[config.mk]
export PLATFORM = sky130hd
export DESIGN_NAME = fdc_result_fifo
export DESIGN_NICKNAME = d
export VERILOG_FILES = /design/src/hw/rtl/fdc_pkg.sv /design/src/hw/rtl/fdc_result_fifo.sv
export SDC_FILE = /design/constraint.sdc
export NUM_CORES = 1
export LEC_CHECK = 0
export BUFFER_PORTS_ARGS = -buffer_cell sky130_fd_sc_hd__buf_2
export CAP_MARGIN = 10
export CORE_MARGIN = 5
export CORE_UTILIZATION = 47
export CTS_BUF_LIST = sky130_fd_sc_hd__clkbuf_2 sky130_fd_sc_hd__clkbuf_4 sky130_fd_sc_hd__clkbuf_8
export CTS_CLUSTER_DIAMETER = 150
export DETAILED_ROUTE_END_ITERATION = 8
export GPL_TIMING_DRIVEN = 0
export PLACE_DENSITY = 0.72
export SLEW_MARGIN = 20
export SYNTH_ARGS = -nofsm -noshare
export SYNTH_HDL_FRONTEND = slang
export SYNTH_SLANG_ARGS = --single-unit
[constraint.sdc]
create_clock -name clk -period 4.9 [get_ports clk]
set_clock_uncertainty 0.05 [all_clocks]
set_input_delay 0.98 -clock clk [delete_from_list [all_inputs] [get_ports clk]]
set_output_delay 0.98 -clock clk [all_outputs]
set_load 0.01 [all_outputs]
[src/hw/rtl/fdc_pkg.sv]
// ----------------------------------------------------------------------------
// fdc_pkg
// Shared types, codes and helpers for the Drude metal FDTD cell update core.
// ----------------------------------------------------------------------------
package fdc_pkg;

  typedef enum logic {
    OP_E = 1'b0,
    OP_H = 1'b1
  } op_t;

  typedef enum logic [1:0] {
    AXIS_X = 2'd0,
    AXIS_Y = 2'd1,
    AXIS_Z = 2'd2
  } axis_t;

  localparam int CFG_IDX_W = 3;

  typedef enum logic [CFG_IDX_W-1:0] {
    CFG_E_GAIN  = 3'd0,
    CFG_H_GAIN  = 3'd1,
    CFG_INV_DX  = 3'd2,
    CFG_INV_DY  = 3'd3,
    CFG_INV_DZ  = 3'd4,
    CFG_J_DECAY = 3'd5,
    CFG_J_DRIVE = 3'd6
  } cfg_reg_t;

  localparam logic signed [31:0] ONE_Q16  = 32'sd65536;
  localparam logic signed [31:0] ZERO_Q16 = 32'sd0;
  localparam logic signed [31:0] Q_MAX    = 32'sh7FFF_FFFF;
  localparam logic signed [31:0] Q_MIN    = 32'sh8000_0000;

  typedef struct packed {
    logic signed [31:0] val;
    logic               clip;
  } sat_t;

  typedef struct packed {
    logic signed [31:0] field_new;
    logic               saturated;
  } res_t;

  localparam int FIFO_DEPTH = 8;
  localparam int FIFO_PTR_W = $clog2(FIFO_DEPTH);
  localparam int FIFO_CNT_W = $clog2(FIFO_DEPTH + 1);

  typedef struct packed {
    logic [FIFO_CNT_W-1:0] count;
    logic                  empty;
  } fifo_stat_t;

  // Clamp a wide signed value to 32 bits and flag any clipping.
  function automatic sat_t sat32(input logic signed [63:0] x);
    sat_t r;
    if ((x[63:31] == '0) || (x[63:31] == '1)) begin
      r.val  = x[31:0];
      r.clip = 1'b0;
    end else begin
      r.val  = x[63] ? Q_MIN : Q_MAX;
      r.clip = 1'b1;
    end
    return r;
  endfunction

endpackage

[src/hw/rtl/fdc_result_fifo.sv]
// ----------------------------------------------------------------------------
// fdc_result_fifo
// Small result queue that decouples the pipeline from the output handshake.
// ----------------------------------------------------------------------------
module fdc_result_fifo (
  input  logic                clk,
  input  logic                rst_n,
  input  logic                push,
  input  fdc_pkg::res_t       push_data,
  input  logic                pop,
  output fdc_pkg::res_t       pop_data,
  output fdc_pkg::fifo_stat_t stat
);

  fdc_pkg::res_t                   mem_r [fdc_pkg::FIFO_DEPTH];
  logic [fdc_pkg::FIFO_PTR_W-1:0]  wr_ptr_r;
  logic [fdc_pkg::FIFO_PTR_W-1:0]  rd_ptr_r;
  logic [fdc_pkg::FIFO_CNT_W-1:0]  count_r;
  logic [fdc_pkg::FIFO_CNT_W-1:0]  count_nxt;

  always_comb begin
    count_nxt = count_r;
    if (push && !pop) begin
      count_nxt = count_r + 1'b1;
    end else if (pop && !push) begin
      count_nxt = count_r - 1'b1;
    end
  end

  always_ff @(posedge clk) begin
    if (!rst_n) begin
      wr_ptr_r <= '0;
      rd_ptr_r <= '0;
      count_r  <= '0;
    end else begin
      if (push) begin
        wr_ptr_r <= wr_ptr_r + 1'b1;
      end
      if (pop) begin
        rd_ptr_r <= rd_ptr_r + 1'b1;
      end
      count_r <= count_nxt;
    end
  end

  always_ff @(posedge clk) begin
    if (push) begin
      mem_r[wr_ptr_r] <= push_data;
    end
  end

  assign pop_data   = mem_r[rd_ptr_r];
  assign stat.count = count_r;
  assign stat.empty = (count_r == '0);

endmodule

==> impl_metrics.tcl, run 1 <==
set metrics [dict create \
    synth.distinct_cells 28 \
    regToRegEndpoint "mem_r[4][18]$_DFFE_PP_" \
    rsz0062_at_grt "no" \
    hold_start "count_r[3]$_SDFFE_PN0P_" \
    drc 0 \
    cts_resized 0 \
    syn_area_per_cell_sq_um 23.6 \
    drtIter0Drc 207 \
    fp.dieArea_sq_um 25600 \
    finalWorstPathRequiredPeriod_ns 3.58 \
    cts.sinks 277 \
    cap_violations 0 \
    cts_made_buffers 42 \
    overflow 0 \
    ys_ff_latch 277 \
    die_h_um 160 \
    setup_violations 0 \
    cts_hold_buf 0 \
    crit_required_ns 3.87 \
    area_growth_pct 17.5 \
    powerDensity_nw_per_um2 397 \
    syn-instance-count 449 \
    wl_per_cell_um 21.8 \
    leakage_uw 0.00411 \
    yosysWarnings 0 \
    start_util 0.480 \
    finalHoldViolCount 0 \
    cts-root-buf "clkbuf_8" \
    start_kind "register" \
    path_buf_inv 3 \
    grt_pass1_wl_mm 30.5 \
    hold_path.class "reg -> reg" \
    viasPerCell 5.45 \
    max_freq_mhz 279 \
    cts_tree "built" \
    wl_met3_mm 1.12 \
    gp_congestion 0.745 \
    synth-seq-area-share 0.774 \
    cpMostUsedCell "buf_2" \
    drive_above_1_share 0.424 \
    grt_max_degree 20 \
    grtUsageTotal 0.155 \
    antenna_found_initial 1 \
    critPathKind "reg -> out" \
    worst_pin_slew_ns 0.773 \
    highest_layer "met5" \
    met2_length_mm 9.90 \
    insertion_delay_ns 0.52 \
    maxSlewViolCount 0 \
    final_core_util 0.564 \
    die-width_um 160 \
    syn_area_sq_um 10600 \
    cpPeakStageDelay_ns 0.46 \
    hpwl_mm 12.5 \
    port_buffers 74 \
    fin_nets 626 \
    critPathTopFamily "buffers and inverters" \
    period_share 0.731 \
    outcome "finished clean" \
    rows 54 \
    timing.rr.start "wr_ptr_r[2]$_SDFFE_PN0P_" \
    path_clk_slew_ns 0.06 \
    pin_count 75 \
    cts_setup_buffers 0 \
    peakVddDrop_mv 0.222 \
    drt_wl_total_mm 19.5 \
    slew_headroom 0.484 \
    vias 4879 \
    clockBufferDepth 3 \
    cts_max_level 2 \
    n_fill_cell 1630 \
    reg2reg_slack_ns 2.50 \
    drt_pass1_iterations 4 \
    dpl.cell_count 819 \
    stdcell_count 896 \
    drtAntennaViolNets 0 \
    reg2regPathDepth 6 \
    core_region_area_sq_um 22000 \
    hold_end "count_r[3]$_SDFFE_PN0P_" \
    crit_chain "clkbuf_1 -> buf_2 -> mux4_2 -> mux2_2 -> buf_2" \
    crit_arrival_ns 2.55 \
    worst_setup_path_end_kind "output port" \
    synth_nets 492 \
    crit_fanout 10 \
    met1Wirelength_mm 8.17 \
    cpMaxStageDelayCell "clkbuf_1" \
    grt_pass1_vias 5275 \
    holdPathStages 2 \
]
area by class of cell:
| type | count | area (sq um) | area share |
|---|---|---|---|
| diodes | 1 | 2.50 | 0.000201 |
| plain buffers | 20 | 128 | 0.0103 |
| clock buffers | 53 | 667 | 0.0536 |
| clock inverters | 23 | 128 | 0.0103 |
| inverters | 2 | 7.51 | 0.000604 |
| multi-input cells | 150 | 2310 | 0.186 |
| flip-flops and latches | 277 | 8190 | 0.659 |
| well taps | 280 | 350 | 0.0282 |
| repair buffers | 90 | 651 | 0.0523 |
layer usage:
layer / global-route usage / vias up
li1: - / 2169
met1: 0.205 / 2537
met4: 0.0454 / 2
met2: 0.260 / 139
met5: 0 / -
met3: 0.0376 / 32
stage by stage:
step           area, sq um  total power, uW  setup TNS, ns  hold slack, ns  setup WS (ns)
2_1_floorplan        10600             3030              0           0.451           1.04
3_3_place_gp         11300             3190         -92.17           0.422          -1.48
3_5_place_dp         11600             3220              0           0.438           1.65
4_1_cts              12400             5000              0           0.452           1.22
5_1_grt              12400             5160              0           0.486           1.16
6_report             12400             4940              0           0.449           1.32
worst reg2reg max path, cell delays in order (launching register included):
cell and delay (ns):
dfxtp_1 0.37, nand2_1 0.23, nor3_2 0.58, buf_6 0.25, buf_4 0.20, buf_4 0.21, buf_4 0.21
synthesized netlist by cell type, drive strengths merged:
| cell type | n | share of area |
|---|---|---|
| ha | 5 | 0.0059 |
| nor4 | 1 | 0.00059 |
| nand2 | 6 | 0.0021 |
| fa | 1 | 0.0019 |
| inv | 2 | 0.00071 |
| a31oi | 1 | 0.00059 |
| nor3 | 2 | 0.00095 |
| o21ai | 1 | 0.00047 |
| nor2 | 7 | 0.0025 |
| clkbuf | 8 | 0.0028 |
| mux2i | 4 | 0.0038 |
| nand3 | 1 | 0.00047 |
| a211oi | 1 | 0.00071 |
| nand2b | 4 | 0.0024 |
| mux2 | 33 | 0.035 |
| nor2b | 3 | 0.0018 |
| edfxtp | 264 | 0.75 |
| xnor2 | 4 | 0.0033 |
| xor2 | 2 | 0.0017 |
| a21oi | 1 | 0.00047 |
| mux4 | 66 | 0.14 |
| buf | 12 | 0.0092 |
| dfxtp | 13 | 0.025 |
| and2 | 7 | 0.0041 |
cell families (layout without fill, tap and decap cells):
| logic type | after synthesis | count (layout) | share of synthesized area |
|---|---|---|---|
| other | 0 | 1 | 0 |
| muxes | 103 | 103 | 0.183 |
| buffers and inverters | 22 | 188 | 0.0128 |
| AOI/OAI and AO/OA | 4 | 4 | 0.00225 |
| xor gates and xnor gates | 6 | 6 | 0.00497 |
| DFF | 277 | 277 | 0.774 |
| adders and majority gates | 6 | 6 | 0.00781 |
| and+or+nand+nor | 31 | 31 | 0.0149 |
worst max path at each step:
stage	start	end	slack (ns)	depth (start not counted)
floorplan	push	mem_r[0][0]$_DFFE_PP_	1.04	2
global placement	push	mem_r[4][18]$_DFFE_PP_	-1.48	3
detailed placement	push	mem_r[4][18]$_DFFE_PP_	1.65	7
CTS	register	pop_data[12]	1.22	5
global route	register	pop_data[12]	1.16	5
finish	register	pop_data[12]	1.32	5
registers in the layout, indices dropped and copies added, names as in the netlist, named ones only:
| name | cells |
|---|---|
| count_r | 4 |
| mem_r | 264 |
| rd_ptr_r | 3 |
| wr_ptr_r | 3 |
placed cells by master, fill, tap and decap left out, types with 2 or more instances in the layout:
master / Yosys / layout
edfxtp_1: 264 / 264
nor3_2: 0 / 2
mux2_2: 33 / 33
buf_4: 0 / 6
ha_1: 5 / 5
clkbuf_8: 0 / 43
clkinv_2: 0 / 9
nor2b_1: 3 / 3
clkinv_1: 0 / 12
buf_6: 3 / 5
mux2i_1: 4 / 4
xor2_1: 2 / 2
nand2_1: 6 / 6
dfxtp_1: 13 / 13
buf_8: 2 / 2
buf_2: 6 / 80
mux4_1: 11 / 11
xnor2_1: 4 / 4
clkbuf_4: 0 / 10
nand2b_1: 4 / 4
and2_1: 7 / 7
nor2_4: 0 / 6
mux4_2: 55 / 55
buf_16: 0 / 7
inv_1: 2 / 2
clkbuf_1: 8 / 8
report_power, final:
| group | total (uW) | switching [uW] | internal [uW] |
|---|---|---|---|
| Sequential | 2690 | 24.4 | 2660 |
| Combinational | 474 | 240 | 234 |
| Clock | 1780 | 831 | 948 |
| Total | 4940 | 1090 | 3840 |
Power figures use the tool's default switching activity.
==> inputs of run 2 (changes only) <==
--- a/config.mk
+++ b/config.mk
@@ -13,7 +13,7 @@
 export CTS_CLUSTER_DIAMETER = 150
 export DETAILED_ROUTE_END_ITERATION = 8
 export GPL_TIMING_DRIVEN = 0
-export PLACE_DENSITY = 0.72
+export PLACE_DENSITY = 0.74
 export SLEW_MARGIN = 20
 export SYNTH_ARGS = -nofsm -noshare
 export SYNTH_HDL_FRONTEND = slang
==> constraint.sdc (replaced) <==
create_clock -name clk -period 2.9 [get_ports clk]
set_clock_uncertainty 0.05 [all_clocks]
set_input_delay 0.58 -clock clk [delete_from_list [all_inputs] [get_ports clk]]
set_output_delay 0.58 -clock clk [all_outputs]
set_load 0.01 [all_outputs]
==> run 2 against run 1 <==
  * Sequential share of layout area shrank 0.46 points
  * Global-route usage is 0.57 points higher
  * Non-clock buffer count decreased by 1
  * Combinational power up 78%
  * Critical path depth unchanged
  * Clock power increased by 74%
  * Sequential power increased by 69%
  * Highest routed layer unchanged
  * Via count up 0.23%
==> impl_metrics.tcl, run 2 (same netlist as run 1, synthesis figures left out) <==
set metrics [dict create \
    die-width_um 160 \
    drtIter0Drc 454 \
    powerDensity_nw_per_um2 677 \
    die_h_um 160 \
    cts-root-buf "clkbuf_8" \
    crit_fanout 10 \
    rows 54 \
    fin_nets 626 \
    cts_tree "built" \
    grt_pass1_wl_mm 31.2 \
    cts.sinks 277 \
    met1Wirelength_mm 8.12 \
    finish.instance_area_sq_um 12500 \
    worst_setup_path_end_kind "output port" \
    drive_above_1_share 0.446 \
    insertion_delay_ns 0.53 \
    intPower_uw 6650 \
    final_common_cell "edfxtp_1" \
    layout_common_cells "264 x edfxtp_1, 74 x buf_2, 56 x mux4_2" \
    outcome "finished clean" \
    setup_violations 0 \
    crit_arrival_ns 2.19 \
    leakage_uw 0.00415 \
    cts_max_level 2 \
    finalHoldViolCount 0 \
    switching_share 0.216 \
    fp.dieArea_sq_um 25600 \
    port_buffers 74 \
    drtAntennaViolNets 0 \
    peakVddDrop_mv 0.372 \
    gp_congestion 0.721 \
    reg2reg_slack_ns 0.90 \
    reg2regPathDepth 5 \
    final_core_util 0.568 \
    core_region_area_sq_um 22000 \
    grt_pass1_vias 5393 \
    maxSlewViolCount 0 \
    met2_length_mm 10.8 \
    largestRegisters "mem_r (264), count_r (4)" \
    grt_max_degree 20 \
    largest_reg_flops 264 \
    start_util 0.480 \
    hold_path.class "in -> reg" \
    finalWorstPathRequiredPeriod_ns 2.82 \
    worst_pin_slew_ns 0.752 \
    power.switching_uw 1830 \
    vias 4890 \
    clockBufferDepth 3 \
    path_clk_slew_ns 0.06 \
    p_clk_frac 0.365 \
    critPathKind "reg -> out" \
    wl_met3_mm 1.08 \
    viasPerCell 5.47 \
    holdPathStages 1 \
    drt_wl_total_mm 20.4 \
    wl_per_cell_um 22.8 \
    area_growth_pct 18.4 \
    start_kind "register" \
    cts_made_buffers 43 \
    antenna_found_initial 1 \
    highest_layer "met5" \
    cap_violations 0 \
    top_register "mem_r" \
    period_share 0.973 \
    p_total_uw 8480 \
    combinationalPowerShare 0.100 \
    hpwl_mm 12.7 \
    slew_headroom 0.497 \
    placed_cell_area_sq_um 11600 \
    crit_required_ns 2.27 \
    pin_count 75 \
    max_freq_mhz 355 \
    grtUsageTotal 0.161 \
    drc 0 \
    overflow 0 \
    seq_power_share 0.536 \
    rsz0062_at_grt "yes" \
    antenna_cells 0 \
    drt_pass1_iterations 4 \
]
-- run 2: timing repair --
item,4_1_cts,5_1_grt
gates cloned,0,0
resized for setup,19,3
endpoints found under the setup margin,33,9
hold buffers,0,0
pin swaps,0,0
buffers inserted,3,0
-- run 2: worst paths after layout --
path	startpoint	to
worst max-delay path	register	pop_data[26]
worst min-delay path	push_data[14]	mem_r[3][14]$_DFFE_PP_
worst max register to register	wr_ptr_r[2]$_SDFFE_PN0P_	mem_r[4][20]$_DFFE_PP_
worst min register to register	count_r[3]$_SDFFE_PN0P_	count_r[3]$_SDFFE_PN0P_
-- run 2: critical path: stages, from the launching register on --
cell and delay, ns:
dfxtp_2 0.36, buf_8 0.16, buf_12 0.16, mux4_1 0.56, mux2_2 0.27, buf_2 0.14
-- run 2: area by class of cell --
type | count | area, sq um
plain buffers | 20 | 184
clock buffers | 66 | 790
clock inverters | 10 | 42.5
fillers | 1610 | 9510
inverters | 2 | 7.51
multi-input cells | 150 | 2320
flip-flops and latches | 277 | 8190
well taps | 280 | 350
repair buffers | 89 | 638
-- run 2: per-stage QoR --
| stage | TNS (ns) | instances | hold slack (ns) | setup WS [ns] |
|---|---|---|---|---|
| after floorplan | 0 | 449 | 0.451 | 0.322 |
| after global placement | -314.56 | 803 | 0.427 | -1.30 |
| after detailed placement | 0 | 815 | 0.435 | 0.252 |
| after CTS | 0 | 894 | 0.220 | 0.0389 |
| after global routing | -0.0211 | 894 | 0.229 | -0.00830 |
| final | 0 | 894 | 0.260 | 0.0792 |
-- run 2: layer usage --
layer	vias to the layer above	track usage
li1	2168	-
met1	2574	0.200
met2	119	0.282
met3	27	0.0402
met4	2	0.0454
met5	-	0
-- run 2: power groups by stage --
stage / combinational (uW) / clock, uW / sequential (uW)
after floorplan: 500 / 0 / 4620
after global routing: 913 / 3370 / 4550
after global placement: 767 / 0 / 4620
after CTS: 861 / 3190 / 4550
final: 844 / 3090 / 4550
after detailed placement: 836 / 0 / 4630
